**src/hdl/tdmd_pkg.sv**
```systemverilog
// ----------------------------------------------------------------------------
// tdmd_pkg
// Shared types and constants for the timed dual motor drive.
// ----------------------------------------------------------------------------
package tdmd_pkg;

  localparam int TIME_BITS_DEF = 16;
  localparam int FUNC_W        = 3;
  localparam int DUR_W         = 16;
  localparam int POWER_W       = 8;
  localparam int ELAPSED_W     = 10;
  localparam int IN_DATA_W     = 48;
  localparam int OUT_DATA_W    = 40;

  typedef enum logic [FUNC_W-1:0] {
    FUNC_TICK        = 3'd0,
    FUNC_FORWARD     = 3'd1,
    FUNC_BACK        = 3'd2,
    FUNC_TURN        = 3'd3,
    FUNC_HALT        = 3'd4,
    FUNC_UNLOCK      = 3'd5,
    FUNC_FLASH_START = 3'd6,
    FUNC_FLASH_STOP  = 3'd7
  } func_e;

  typedef struct packed {
    func_e                    func;
    logic signed [DUR_W-1:0]  duration;
    logic [POWER_W-1:0]       left_power;
    logic [POWER_W-1:0]       right_power;
    logic                     left_forward;
    logic                     right_forward;
    logic [ELAPSED_W-1:0]     elapsed;
  } cmd_t;

  typedef struct packed {
    logic [POWER_W-1:0] left_a_duty;
    logic [POWER_W-1:0] left_b_duty;
    logic [POWER_W-1:0] right_a_duty;
    logic [POWER_W-1:0] right_b_duty;
    logic               rear_led;
    logic               finished;
    logic               locked;
  } res_t;

  // mode flags, left_fwd in the lowest bit
  typedef struct packed {
    logic led;
    logic flash;
    logic locked;
    logic right_fwd;
    logic left_fwd;
  } flags_t;

endpackage

```
**src/hdl/tdmd_in_stage.sv**
```systemverilog
// ----------------------------------------------------------------------------
// tdmd_in_stage
// Input register: unpacks the incoming word and holds it until the core
// takes it.
// ----------------------------------------------------------------------------
module tdmd_in_stage
  import tdmd_pkg::*;
(
  input  logic                 clk_i,
  input  logic                 rst_ni,
  input  logic                 valid_i,
  output logic                 ready_o,
  input  logic [IN_DATA_W-1:0] data_i,
  input  logic [FUNC_W-1:0]    user_i,
  input  logic                 adv_i,
  output logic                 valid_o,
  output cmd_t                 cmd_o
);

  logic valid_q, valid_d;
  cmd_t cmd_q;
  logic load;

  assign ready_o = !valid_q || adv_i;
  assign load    = valid_i && ready_o;

  always_comb begin
    valid_d = valid_q;
    if (load) begin
      valid_d = 1'b1;
    end else if (adv_i) begin
      valid_d = 1'b0;
    end
  end

  always_ff @(posedge clk_i or negedge rst_ni) begin
    if (!rst_ni) begin
      valid_q <= 1'b0;
    end else begin
      valid_q <= valid_d;
    end
  end

  always_ff @(posedge clk_i) begin
    if (load) begin
      cmd_q.func          <= func_e'(user_i);
      cmd_q.duration      <= signed'(data_i[15:0]);
      cmd_q.left_power    <= data_i[23:16];
      cmd_q.right_power   <= data_i[31:24];
      cmd_q.left_forward  <= data_i[32];
      cmd_q.right_forward <= data_i[33];
      cmd_q.elapsed       <= data_i[43:34];
    end
  end

  assign valid_o = valid_q;
  assign cmd_o   = cmd_q;

endmodule

```
**src/hdl/tdmd_core.sv**
```systemverilog
// ----------------------------------------------------------------------------
// tdmd_core
// Move and flash state with the single-pass next-state and drive logic.
// ----------------------------------------------------------------------------
module tdmd_core
  import tdmd_pkg::*;
#(
  parameter int TimeBits = TIME_BITS_DEF
) (
  input  logic clk_i,
  input  logic rst_ni,
  input  logic adv_i,
  input  cmd_t cmd_i,
  output res_t res_o
);

  localparam int WW = ((TimeBits > DUR_W) ? TimeBits : DUR_W) + 2;
  localparam logic signed [WW-1:0] TMinW =
    signed'({{(WW-TimeBits+1){1'b1}}, {(TimeBits-1){1'b0}}});
  localparam logic signed [WW-1:0] TMaxW =
    signed'({{(WW-TimeBits+1){1'b0}}, {(TimeBits-1){1'b1}}});
  localparam int Msb = TimeBits - 1;

  logic signed [TimeBits-1:0] rem_q, rem_d;
  logic signed [TimeBits-1:0] fcnt_q, fcnt_d;
  logic signed [TimeBits-1:0] fper_q, fper_d;
  logic [POWER_W-1:0]         ldu_q, ldu_d;
  logic [POWER_W-1:0]         rdu_q, rdu_d;
  flags_t                     flags_q, flags_d;
  logic signed [TimeBits-1:0] dur;
  logic                       drive_on;

  // subtract, saturating at the most negative value
  function automatic logic signed [TimeBits-1:0] sat_sub(
    input logic signed [TimeBits-1:0] v,
    input logic [ELAPSED_W-1:0]       e
  );
    logic signed [WW-1:0] w;
    w = signed'({{(WW-TimeBits){v[TimeBits-1]}}, v})
      - signed'({{(WW-ELAPSED_W){1'b0}}, e});
    if (w < TMinW) begin
      return TMinW[TimeBits-1:0];
    end
    return w[TimeBits-1:0];
  endfunction

  function automatic logic signed [TimeBits-1:0] clamp_dur(
    input logic signed [DUR_W-1:0] d
  );
    logic signed [WW-1:0] w;
    w = signed'({{(WW-DUR_W){d[DUR_W-1]}}, d});
    if (w < TMinW) begin
      return TMinW[TimeBits-1:0];
    end else if (w > TMaxW) begin
      return TMaxW[TimeBits-1:0];
    end
    return w[TimeBits-1:0];
  endfunction

  assign dur = clamp_dur(cmd_i.duration);

  always_comb begin
    rem_d   = rem_q;
    fcnt_d  = fcnt_q;
    fper_d  = fper_q;
    ldu_d   = ldu_q;
    rdu_d   = rdu_q;
    flags_d = flags_q;
    unique case (cmd_i.func)
      FUNC_TICK: begin
        if (!rem_q[Msb]) begin
          rem_d = sat_sub(rem_q, cmd_i.elapsed);
        end
        if (rem_d[Msb] || (rem_d == '0)) begin
          flags_d.locked = 1'b0;
        end
        if (flags_q.flash) begin
          if (fcnt_q[Msb] || (fcnt_q == '0)) begin
            fcnt_d      = fper_q;
            flags_d.led = !flags_q.led;
          end else begin
            fcnt_d = sat_sub(fcnt_q, cmd_i.elapsed);
          end
        end
      end
      FUNC_FORWARD: begin
        if (!flags_q.locked) begin
          ldu_d             = cmd_i.left_power;
          rdu_d             = cmd_i.left_power;
          flags_d.left_fwd  = 1'b1;
          flags_d.right_fwd = 1'b1;
          flags_d.locked    = 1'b1;
          rem_d             = dur;
        end
      end
      FUNC_BACK: begin
        ldu_d             = cmd_i.left_power;
        rdu_d             = cmd_i.left_power;
        flags_d.left_fwd  = 1'b0;
        flags_d.right_fwd = 1'b0;
        flags_d.locked    = 1'b1;
        rem_d             = dur;
      end
      FUNC_TURN: begin
        if (!flags_q.locked) begin
          ldu_d             = cmd_i.left_power;
          rdu_d             = cmd_i.right_power;
          flags_d.left_fwd  = cmd_i.left_forward;
          flags_d.right_fwd = cmd_i.right_forward;
          flags_d.locked    = 1'b1;
          rem_d             = dur;
        end
      end
      FUNC_HALT: begin
        flags_d = '0;
      end
      FUNC_UNLOCK: begin
        flags_d.locked = 1'b0;
      end
      FUNC_FLASH_START: begin
        flags_d.flash = 1'b1;
        fcnt_d        = dur;
        fper_d        = dur;
      end
      FUNC_FLASH_STOP: begin
        fper_d        = '0;
        flags_d.flash = 1'b0;
        flags_d.led   = 1'b0;
      end
    endcase
  end

  // a tick drives from the time before the subtraction
  assign drive_on = (cmd_i.func == FUNC_TICK) ? !rem_q[Msb] : !rem_d[Msb];

  always_comb begin
    res_o.left_a_duty  = (drive_on && !flags_d.left_fwd)  ? ldu_d : '0;
    res_o.left_b_duty  = (drive_on &&  flags_d.left_fwd)  ? ldu_d : '0;
    res_o.right_a_duty = (drive_on && !flags_d.right_fwd) ? rdu_d : '0;
    res_o.right_b_duty = (drive_on &&  flags_d.right_fwd) ? rdu_d : '0;
    res_o.rear_led     = flags_d.led;
    res_o.finished     = rem_d[Msb] || (rem_d == '0);
    res_o.locked       = flags_d.locked;
  end

  always_ff @(posedge clk_i or negedge rst_ni) begin
    if (!rst_ni) begin
      rem_q   <= '1;
      fcnt_q  <= '0;
      fper_q  <= '0;
      ldu_q   <= '0;
      rdu_q   <= '0;
      flags_q <= '0;
    end else if (adv_i) begin
      rem_q   <= rem_d;
      fcnt_q  <= fcnt_d;
      fper_q  <= fper_d;
      ldu_q   <= ldu_d;
      rdu_q   <= rdu_d;
      flags_q <= flags_d;
    end
  end

endmodule

```
**src/hdl/tdmd_out_stage.sv**
```systemverilog
// ----------------------------------------------------------------------------
// tdmd_out_stage
// Result register: holds one packed result word until the sink takes it.
// ----------------------------------------------------------------------------
module tdmd_out_stage
  import tdmd_pkg::*;
(
  input  logic                  clk_i,
  input  logic                  rst_ni,
  input  logic                  in_valid_i,
  input  res_t                  res_i,
  output logic                  adv_o,
  output logic                  valid_o,
  input  logic                  ready_i,
  output logic [OUT_DATA_W-1:0] data_o
);

  logic                  valid_q, valid_d;
  logic [OUT_DATA_W-1:0] data_q;

  assign adv_o = in_valid_i && (!valid_q || ready_i);

  always_comb begin
    valid_d = valid_q;
    if (adv_o) begin
      valid_d = 1'b1;
    end else if (ready_i) begin
      valid_d = 1'b0;
    end
  end

  always_ff @(posedge clk_i or negedge rst_ni) begin
    if (!rst_ni) begin
      valid_q <= 1'b0;
    end else begin
      valid_q <= valid_d;
    end
  end

  always_ff @(posedge clk_i) begin
    if (adv_o) begin
      data_q <= {5'b0, res_i.locked, res_i.finished, res_i.rear_led,
                 res_i.right_b_duty, res_i.right_a_duty,
                 res_i.left_b_duty, res_i.left_a_duty};
    end
  end

  assign valid_o = valid_q;
  assign data_o  = data_q;

endmodule

```
**src/hdl/timed_dual_motor_drive.sv**
```systemverilog
// ----------------------------------------------------------------------------
// timed_dual_motor_drive
// Timed moves for two H-bridge motors plus a flashing rear LED.
// ----------------------------------------------------------------------------
// Commands and elapsed-time ticks arrive on the s_axis channel, the kind of
// word in tuser and its arguments in tdata. Each accepted word gives exactly
// one result word on m_axis: four leg duties and the LED, finished and
// locked levels.
// An accepted word is held in the input register, passes through the core and
// is shown on m_axis from the result register. Throughput: one word per cycle
// while the sink does not stall, set by the single pass through the core.
// A result waiting on a stalled sink does not block the input register, so
// one more word is taken before s_axis_tready drops; nothing is lost.
// Reset clears both registers' valid flags and loads the move state:
// remaining time minus one, duties, flags and flash timer zero. The block
// takes words from the first cycle after reset.
// ----------------------------------------------------------------------------
module timed_dual_motor_drive
  import tdmd_pkg::*;
#(
  parameter int TimeBits = TIME_BITS_DEF
) (
  input  logic                  clk_i,
  input  logic                  rst_ni,
  input  logic                  s_axis_tvalid,
  output logic                  s_axis_tready,
  // duration[15:0], left_power[23:16], right_power[31:24],
  // left_forward[32], right_forward[33], elapsed[43:34], zero pad
  input  logic [IN_DATA_W-1:0]  s_axis_tdata,
  // func[2:0]
  input  logic [FUNC_W-1:0]     s_axis_tuser,
  output logic                  m_axis_tvalid,
  input  logic                  m_axis_tready,
  // left_a_duty[7:0], left_b_duty[15:8], right_a_duty[23:16],
  // right_b_duty[31:24], rear_led[32], finished[33], locked[34], zero pad
  output logic [OUT_DATA_W-1:0] m_axis_tdata
);

  logic in_valid;
  logic adv;
  cmd_t cmd;
  res_t res;

  tdmd_in_stage u_in (
    .clk_i   (clk_i),
    .rst_ni  (rst_ni),
    .valid_i (s_axis_tvalid),
    .ready_o (s_axis_tready),
    .data_i  (s_axis_tdata),
    .user_i  (s_axis_tuser),
    .adv_i   (adv),
    .valid_o (in_valid),
    .cmd_o   (cmd)
  );

  tdmd_core #(
    .TimeBits (TimeBits)
  ) u_core (
    .clk_i  (clk_i),
    .rst_ni (rst_ni),
    .adv_i  (adv),
    .cmd_i  (cmd),
    .res_o  (res)
  );

  tdmd_out_stage u_out (
    .clk_i      (clk_i),
    .rst_ni     (rst_ni),
    .in_valid_i (in_valid),
    .res_i      (res),
    .adv_o      (adv),
    .valid_o    (m_axis_tvalid),
    .ready_i    (m_axis_tready),
    .data_o     (m_axis_tdata)
  );

endmodule

```
**config.mk**
```make
export PLATFORM = sky130hd
export DESIGN_NAME = timed_dual_motor_drive
export DESIGN_NICKNAME = d
export VERILOG_FILES = /design/src/hdl/tdmd_pkg.sv /design/src/hdl/tdmd_in_stage.sv /design/src/hdl/tdmd_core.sv /design/src/hdl/tdmd_out_stage.sv /design/src/hdl/timed_dual_motor_drive.sv
export SDC_FILE = /design/constraint.sdc
export NUM_CORES = 1
export LEC_CHECK = 0
export BUFFER_PORTS_ARGS = -buffer_cell sky130_fd_sc_hd__buf_2
export CORE_MARGIN = 5
export CORE_UTILIZATION = 63
export DETAILED_ROUTE_END_ITERATION = 6
export GPL_TIMING_DRIVEN = 0
export PLACE_DENSITY = 0.95
export SYNTH_ARGS = -nofsm -noshare
export SYNTH_HDL_FRONTEND = slang
export SYNTH_SLANG_ARGS = --single-unit
```
**constraint.sdc**
```tcl
create_clock -name clk_i -period 5.55 [get_ports clk_i]
set_input_delay 0.555 -clock clk_i [delete_from_list [all_inputs] [get_ports clk_i]]
set_output_delay 0.555 -clock clk_i [all_outputs]
set_load 0.05 [all_outputs]
```
* Word-level counts from Yosys, hierarchy flattened
Index checks and enable logic that the tools add are counted.
** Storage, ports and cells
- Flip-flop bits (word level) :: 153
- Bits of input ports :: 55
- Output and inout port bits :: 42
- Word-level logic and storage cells :: 115
** Cells by class
- Add/subtract/negate cells :: 2
- Magnitude comparators :: 4
- Equal/unequal tests :: 8
- Muxes and demuxes :: 43
- Reductions and logical operators :: 34
** Operator list (count)
- $mux W16 :: 12
- $pmux W16 S2 :: 2
- $logic_not A16 Y1 :: 3
- $pmux W16 S3 :: 1
- $lt A18 B16 Y1 const B :: 2
- $sub A16 B11 Y17 :: 2
- $mux W8 :: 3
- $pmux W8 S3 :: 1
- $mux W1 :: 17
- $gt A16 B16 Y1 const B :: 1
- $lt A16 B16 Y1 const B :: 1
- $pmux W8 S2 :: 1
- $eq A3 B3 Y1 const B :: 4
- $reduce_bool A2 Y1 :: 5
- $reduce_or A2 Y1 :: 4
- $logic_not A1 Y1 :: 7
- $eq A3 B2 Y1 const B :: 2
- $logic_and A1 B1 Y1 :: 6
- $pmux W2 S3 :: 1
- $logic_or A1 B1 Y1 :: 5
- $pmux W1 S5 :: 1
- $mux W2 :: 2
- $pmux W1 S2 :: 2
- $reduce_and A2 Y1 :: 2
- 4 further kinds :: 4

* Depth between registers and ports, before layout
Gate-level depths: netlist of run 1.
- Depth in word-level cells :: 12
- Depth in mapped cells :: 12
- Depth with buffers taken out :: 12

* By module
A second synthesis of run 1 with hierarchy kept.
** Unflattened totals
- Cell total of the unflattened synthesis :: 806
- Area total of the unflattened synthesis :: 8465.6 sq um
** Modules (own cells, without submodules)
- tdmd_core :: times used 1, cells each 710, area each 5864.4 sq um, sequential area each 1746.7 sq um
- tdmd_in_stage :: times used 1, cells each 51, area each 1465.2 sq um, sequential area each 1436.4 sq um
- tdmd_out_stage :: times used 1, cells each 45, area each 1136.1 sq um, sequential area each 1076.0 sq um

* Worst setup path before layout of run 1
No wires, ideal clock.
- Path type :: register to register
- From :: register u_core.rem_q[0]
- To :: register u_core.flags_q[2] (netlist name)
- Library setup time :: 121 ps
- Data arrival time :: 2756 ps
- Required time :: 5429 ps
- Setup slack :: 2673 ps
- Stages on the path, launching flop included :: 12
- Buffers on the path :: 0
- Clock period less this slack :: 2877 ps
- Cell sequence :: dfstp_2 > inv_1 > ha_1 > fa_1 > nor2b_1 > o31ai_2 > a211oi_2 > nor4_1 > nand4bb_1 > a2111oi_2 > o211ai_1 > a22o_1
** On the way
- Word-level cells in the longest chain between the ends :: 12
** RTL lines
- start, declared :: RTL line tdmd_core.sv:24 : logic signed [TimeBits-1:0] rem_q, rem_d;
- start signal, assigned :: RTL line tdmd_core.sv:155 : rem_q <= rem_d;
- $sub A16 B11 Y17 :: RTL line tdmd_core.sv:40 : - signed'({{(WW-ELAPSED_W){1'b0}}, e});
- $lt A18 B16 Y1 :: RTL line tdmd_core.sv:41 : if (w < TMinW) begin
- $mux W1 :: RTL line tdmd_core.sv:41
- $mux W1 :: RTL line tdmd_core.sv:71 : if (!rem_q[Msb]) begin
- $mux W1 :: RTL line tdmd_core.sv:69 : unique case (cmd_i.func)
- $mux W16 :: RTL line tdmd_core.sv:44 : return w[TimeBits-1:0];
- $mux W16 * :: RTL line tdmd_core.sv:71
- $mux W16 * :: RTL line tdmd_core.sv:69
- $logic_not A16 Y1 :: RTL line tdmd_core.sv:74 : if (rem_d[Msb] || (rem_d == '0)) begin
- $logic_or A1 B1 Y1 * :: RTL line tdmd_core.sv:74
- $mux W1 * :: RTL line tdmd_core.sv:74
- $pmux W1 S5 * :: RTL line tdmd_core.sv:69
- end signal, assigned :: RTL line tdmd_core.sv:160 : flags_q <= flags_d;
- end, declared :: RTL line tdmd_core.sv:29 : flags_t flags_q, flags_d;
Mark *: on every way between the ends. The rest lies on a longest branch, timed or not. The select of a mux whose other input is x is not followed.
A chain may end at the register's enable or synchronous reset.

==> flow_summary_export.csv, run 1 <==
group,metric,value,unit
timing,post-route-period-util,62.4,%
die,die_height,123,um
place,place_congestion,0.957,
place,port_buffers,87,
setup_path,worstPathRequired,5.68,ns
timing,rsz0062_at_grt,"no",
synth,synth.area.top_cells,"edfxtp_1 30%, dfrtp_1 17%, dfstp_2 5.2%, o21ai_0 3.8%, nor2_1 3.7%",
global_route,grt_pass1_vias,7083,
global_route,grt_remaining_overflow,0,
power,power,4.61,mW
worst_hold_path,hp-class,"input port to flop",
timing,fmax,289,MHz
synth,synth_top_family_by_area,"compound AO/OA/AOI/OAI gates",
layout,drive_above_1_share,19.7,%
die,coreArea,12600,um2
routing,drtAntennaViolNets,0,
setup_path,cp.arrival,3.60,ns
synth,ys_async_sr_fraction,46.4,%
clock_tree,cts_buffers,17,
power,intPower,2.84,mW
layout,n_antenna_cell,0,
timing,report.final.slew_viol_count,0,
clock_tree,clk_latency,0.44,ns
synth,yosys.area_share.adder,3.59,%
synth,synthMuxAreaShare,3.15,%
layout,area_delta_synth_final,16.8,%
synth,synth_seq_cells,153,
routing,drtIter0Drc,1433,
synth,synth-compound-area-share,19.8,%
synth,syn_area_per_cell,10.5,um2
power,clockPowerShare,25.7,%
die,io_pins,97,
run,maxCapViolCount,0,
place,hpwl,15900,um
timing,clock-skew-final,0.0112,ns
synth,netlist_instances,773,
timing,finalHoldViolCount,0,
worst_hold_path,hp-start,"s_axis_tdata[12]",
layout,fin_cells,1072,
synth,yosys.area.top_type,"edfxtp_1",
global_route,grt_pass1_wl,36500,um
routing,routed_wirelength,23100,um
timing,tightest_slew,1.00,ns
global_route,antenna_found_initial,0,
timing,max_slew_margin,32.6,%
layout,final_area,9450,um2
synth,seq_area_frac_synth,52.6,%
clock_tree,h-tree-depth,4,
setup_path,crit_type,"flop to flop",
clock_tree,post-cts-setup-buffers,0,
synth,synth_top_area_share,30.4,%
synth,ys_warn_count,0,
die,num_rows,41,
setup_path,r2r-start,"u_core.rem_q[0]",
synth,synthXorXnorAreaFrac,0.866,%
synth,synth_ff_type,"edfxtp_1",
place,dp.cells,1039,
power,power_frac_comb,37.5,%
synth,synth-edff-count,82,
power,powerDensity,488,nW/um2
clock_tree,cts_tree,"yes",
global_route,grt_max_degree,58,
setup_path,worst_path_max_delay_cell,"a2111oi_2",
routing,wl_per_cell,21.6,um
setup_path,critPathLaunch,"u_core.rem_q[0]",
timing,holdWs,0.289,ns
power,p_sw,1.77,mW
routing,drt_first_pass_iters,7,
setup_path,regToRegSetupSlack,2.08,ns
setup_path,crit_fanout,6,
clock_tree,numClockSinks,153,
place,dpl_cell_area,8840,um2
synth,synth.distinct_cells,80,
synth,syn_area,8090,um2
routing,vias_per_cell,6.74,
synth,synth.most_common_cell,"edfxtp_1",
setup_path,max_stage_delay,0.58,ns
clock_tree,ctsRootBufferMaster,"clkbuf_16",
die,die_x,123,um
setup_path,path_cells,"inv_1 > ha_1 > fa_1 > nor2b_1 > o31ai_2 > a211oi_2 > nor4_1 > nand4bb_1 > a2111oi_2 > o22ai_1",
power,vdd_drop_max,0.312,mV
routing,drcViolationCount,39,
timing,min_period,3.47,ns
synth,synth_commonest_cells,"82 x edfxtp_1, 80 x nor2_1, 67 x nand2_1",
layout,final_nets,964,
setup_path,crit_path_end_kind,"flop",
power,swShare,38.4,%
routing,routed-via-count,7227,
global_route,track_usage,31.8,%
power,p_leak,3.86,nW
timing,setup-tns-final,0,ns
timing,setup_violations,0,
clock_tree,clockBufferDepth,2,
die,die-area,15200,um2
die,start_util,64.1,%
setup_path,critPathLaunchType,"flop",
power,seq_power_share,36.7,%
outcome,status,"complete, but fails checks",
outcome,violations,"DRC",
clock_tree,path_clk_slew,0.06,ns
synth,yosys.area_share.simple,16.2,%
power by group through the flow:
stage / combinational, mW / clock [mW] / sequential (mW)
floorplan: 1.15 / 0 / 1.76
global placement: 1.58 / 0 / 1.68
detailed placement: 1.65 / 0 / 1.69
CTS: 1.68 / 1.18 / 1.68
global route: 1.87 / 1.24 / 1.71
finish: 1.73 / 1.19 / 1.70
what timing repair did:
action                                 in CTS  in global routing
gates resized for setup                     0                  0
hold buffers                                1                  0
endpoints found under the hold margin      11                  0
metal layers:
layer,vias up,GRT usage (%),wire length (um)
met5,-,0,0
met4,0,18.3,1370
met3,162,10.5,2970
met1,3356,40.3,8370
met2,587,47.7,10400
li1,3122,-,-
metrics by stage:
stage          setup WS (ns)  util [%]
4_1_cts                 2.19      74.9
3_3_place_gp            2.10      69.4
6_report                2.08      74.9
2_1_floorplan           2.67         -
3_5_place_dp            2.22      70.0
5_1_grt                 1.92      74.9
critical path, delay by kind of cell, from the launching register on:
kind	cells	cell delay, ns
flip-flops	1	0.53
buffers and inverters	1	0.06
adder cells (fa/ha/maj)	2	0.62
AND/OR/NAND/NOR	3	0.57
AO/OA/AOI/OAI	4	1.37
final cells by class:
type,count,area (um2)
Sequential cell,153,4260
Multi-Input combinational cell,555,3550
Timing Repair Buffer,91,523
Clock inverter,9,113
Inverter,27,101
Buffer,42,196
Fill cell,836,3170
Clock buffer,23,493
Tap cell,172,215
cells in the final DEF (no fill, tap or decap), types with 6 or more instances in the layout:
| cell | netlist | final |
|---|---|---|
| ha_1 | 20 | 20 |
| nor2_1 | 80 | 80 |
| edfxtp_1 | 82 | 82 |
| a221oi_1 | 9 | 9 |
| clkbuf_16 | 0 | 18 |
| nand2_1 | 67 | 67 |
| a22o_1 | 15 | 15 |
| buf_4 | 5 | 6 |
| dfrtp_1 | 55 | 55 |
| o21ai_0 | 62 | 62 |
| a31oi_1 | 7 | 7 |
| buf_2 | 2 | 88 |
| a22oi_1 | 11 | 11 |
| mux2_2 | 12 | 12 |
| a222oi_1 | 6 | 6 |
| nand2b_1 | 27 | 27 |
| inv_1 | 27 | 27 |
| a211oi_1 | 9 | 9 |
| clkbuf_1 | 28 | 29 |
| a21o_1 | 7 | 7 |
| a21oi_1 | 28 | 28 |
| nor4_1 | 10 | 10 |
| or2_2 | 6 | 6 |
| mux2i_1 | 12 | 12 |
| nor2b_1 | 12 | 12 |
| o21a_1 | 9 | 9 |
| dfstp_2 | 16 | 16 |
| nor3_1 | 31 | 31 |
| o31ai_1 | 9 | 9 |
logic make-up (layout without fill, tap and decap cells):
kind of cell / count (synthesis) / after routing
AND/OR/NAND/NOR: 271 / 271
other: 1 / 5
XOR/XNOR: 8 / 8
adder cells (fa/ha/maj): 22 / 22
flip-flops: 153 / 153
multiplexers: 24 / 24
AO/OA/AOI/OAI: 225 / 225
buffers and inverters: 69 / 192
flip-flops by register name, indices dropped and copies added (netlist names):
register and cells:
u_in.cmd_o 47, u_out.data_o 35, u_core.fcnt_q 16, u_core.fper_q 16, u_core.rem_q 16, u_core.ldu_q 8, u_core.rdu_q 8, u_core.flags_q 5
u_in.valid_o 1, u_out.valid_o 1
final timing paths:
check | cells past startpoint | endpoint
max in group asynchronous | 3 | u_core.rem_q[11]
min reg2reg | 2 | u_core.fper_q[10]
max | 10 | u_out.data_o[34]
min | 1 | u_in.cmd_o[40]
min in group asynchronous | 2 | u_core.rdu_q[2]
max reg2reg | 10 | u_out.data_o[34]
No activity file was read; power rests on OpenSTA's default activity.
==> inputs of run 2 (changes only) <==
CORE_UTILIZATION = 53   (was 63)
PLACE_DENSITY = 0.87   (was 0.95)
clock period = 3.18 ns   (was 5.55 ns; I/O delays follow)
==> flow_summary_export.csv, run 2 (synthesis gave the netlist of run 1 again) <==
group,metric,value,unit
timing,finalHoldViolCount,0,
setup_path,regToRegSetupSlack,0.07,ns
clock_tree,h-tree-depth,4,
setup_path,path_cells,"ha_1 > inv_1 > fa_1 > a21o_1 > a21o_1 > a2111oi_4 > o22ai_2 > nor2b_2 > a41oi_4 > a221oi_1 > nor3_1",
global_route,grt_remaining_overflow,0,
timing,max_slew_margin,41.0,%
setup_path,cp_num_cells,11,
routing,routed-via-count,7071,
place,place_congestion,0.974,
global_route,antenna_found_initial,0,
setup_path,r2r_cells,11,
routing,drtIter0Drc,1132,
setup_path,path_buf_inv,1,
die,die_x,134,um
routing,wl_per_cell,20.8,um
power,p_sw,3.35,mW
power,swShare,39.8,%
place,port_buffers,87,
power,power_frac_comb,39.7,%
outcome,violations,"DRC",
die,num_rows,45,
routing,drtAntennaViolNets,0,
layout,largest_reg_flops,47,
power,clockPowerShare,25.2,%
die,coreArea,15100,um2
layout,drive_above_1_share,23.8,%
timing,holdWs,0.0491,ns
place,hpwl,15700,um
run,maxCapViolCount,0,
routing,vias_per_cell,6.46,
worst_hold_path,hp-class,"input port to flop",
setup_path,critPathLaunchType,"flop",
clock_tree,clockBufferDepth,2,
clock_tree,ctsRootBufferMaster,"clkbuf_16",
setup_path,r2r_end,"u_core.fcnt_q[1]",
timing,report.final.slew_viol_count,0,
clock_tree,numClockSinks,153,
setup_path,crit_type,"flop to flop",
global_route,track_usage,25.0,%
timing,setup-tns-final,0,ns
setup_path,crit_end,"u_core.fcnt_q[1]",
setup_path,max_stage_delay,0.44,ns
outcome,status,"complete, but fails checks",
setup_path,cp.arrival,3.42,ns
power,seq_power_share,35.1,%
routing,drcViolationCount,4,
setup_path,path_common_cell,"a21o_1",
setup_path,r2r-start,"u_in.cmd_o[0]",
timing,fmax,321,MHz
setup_path,crit_path_end_kind,"flop",
power,vdd_drop_max,0.520,mV
layout,final_common_cell,"buf_2",
timing,min_period,3.11,ns
layout,area_delta_synth_final,20.9,%
die,start_util,53.6,%
global_route,grt_max_degree,72,
layout,mostFrequentLayoutCells,"88 x buf_2, 82 x edfxtp_1, 80 x nor2_1, 67 x nand2_1, 60 x o21ai_0",
power,p_leak,3.94,nW
power,intPower,5.08,mW
setup_path,crit_family,"compound AO/OA/AOI/OAI gates",
setup_path,critPathLaunch,"u_in.cmd_o[0]",
global_route,grt_pass1_vias,6613,
layout,n_antenna_cell,0,
clock_tree,path_clk_slew,0.07,ns
die,io_pins,97,
setup_path,crit_fanout,8,
timing,tightest_slew,0.873,ns
timing,clock-skew-final,0.0107,ns
routing,drt_first_pass_iters,7,
timing,setup_violations,0,
power,powerDensity,861,nW/um2
clock_tree,cts_buffers,17,
layout,final_nets,971,
clock_tree,clk_latency,0.44,ns
setup_path,worstPathRequired,3.49,ns
die,die-area,17800,um2
setup_path,worst_path_max_delay_cell,"edfxtp_1",
timing,post-route-period-util,97.9,%
layout,post-route-util,64.9,%
routing,routed_wirelength,22800,um
clock_tree,cts_tree,"yes",
global_route,grt_pass1_wl,35000,um
die,die_height,134,um
power,power,8.43,mW
run 2: stage by stage:
| step | instance area [um2] | setup WS, ns | cells |
|---|---|---|---|
| after floorplan | 8110 | 0.303 | 777 |
| after global placement | 8780 | -0.136 | 1052 |
| after detailed placement | 8860 | -0.143 | 1055 |
| after CTS | 9550 | -0.0248 | 1090 |
| after global routing | 9790 | -0.0735 | 1095 |
| final | 9790 | 0.0677 | 1095 |
run 2: worst reg2reg max path, cell delays in order (launching register included):
cell and delay (ns):
edfxtp_1 0.44, ha_1 0.22, inv_1 0.07, fa_1 0.40, a21o_1 0.19, a21o_1 0.22
a2111oi_4 0.36, o22ai_2 0.18, nor2b_2 0.20, a41oi_4 0.25, a221oi_1 0.33, nor3_1 0.12
run 2: worst min path at each step:
stage / startpoint / to / cells after the start
after floorplan: rst_ni / u_core.fcnt_q[0] / 0
after global placement: u_core.fper_q[1] / u_core.fper_q[1] / 2
after detailed placement: rst_ni / u_core.fper_q[2] / 2
after CTS: s_axis_tdata[30] / u_in.cmd_o[18] / 1
after global routing: s_axis_tdata[23] / u_in.cmd_o[27] / 1
final: s_axis_tdata[18] / u_in.cmd_o[22] / 1
run 2: power by group through the flow:
| stage | logic (mW) | registers (mW) | clock network [mW] |
|---|---|---|---|
| 2_1_floorplan | 2.01 | 3.08 | 0 |
| 3_3_place_gp | 2.80 | 2.94 | 0 |
| 3_5_place_dp | 2.89 | 2.95 | 0 |
| 4_1_cts | 2.98 | 2.92 | 2.12 |
| 5_1_grt | 3.60 | 2.99 | 2.21 |
| 6_report | 3.35 | 2.96 | 2.12 |
run 2: cell type report:
cell class | count | area (um2)
multi-input combinational | 555 | 3810
sequential | 153 | 4260
fill | 1136 | 5300
clock buffer | 18 | 439
inverter | 27 | 101
tap | 188 | 235
buffer | 42 | 196
clock inverter | 14 | 170
timing repair buffer | 98 | 576
run 2: routing by layer:
metal  vias up  GRT usage, %  wire, um  part of all wire, %
met2       422          39.2     10800                   48
met1      3415          33.9      9120                   40
met4         0          9.66       748                  3.3
met3        98          5.89      2050                  9.0
met5         -             0         0                    0
li1       3136             -         -                    -
run 2: repair_timing:
item	CTS	global route
hold buffers	1	0
pin swaps	3	11
setup endpoints to repair	12	29
setup buffers	2	5
gates resized for setup	10	36
endpoints found under the hold margin	55	0
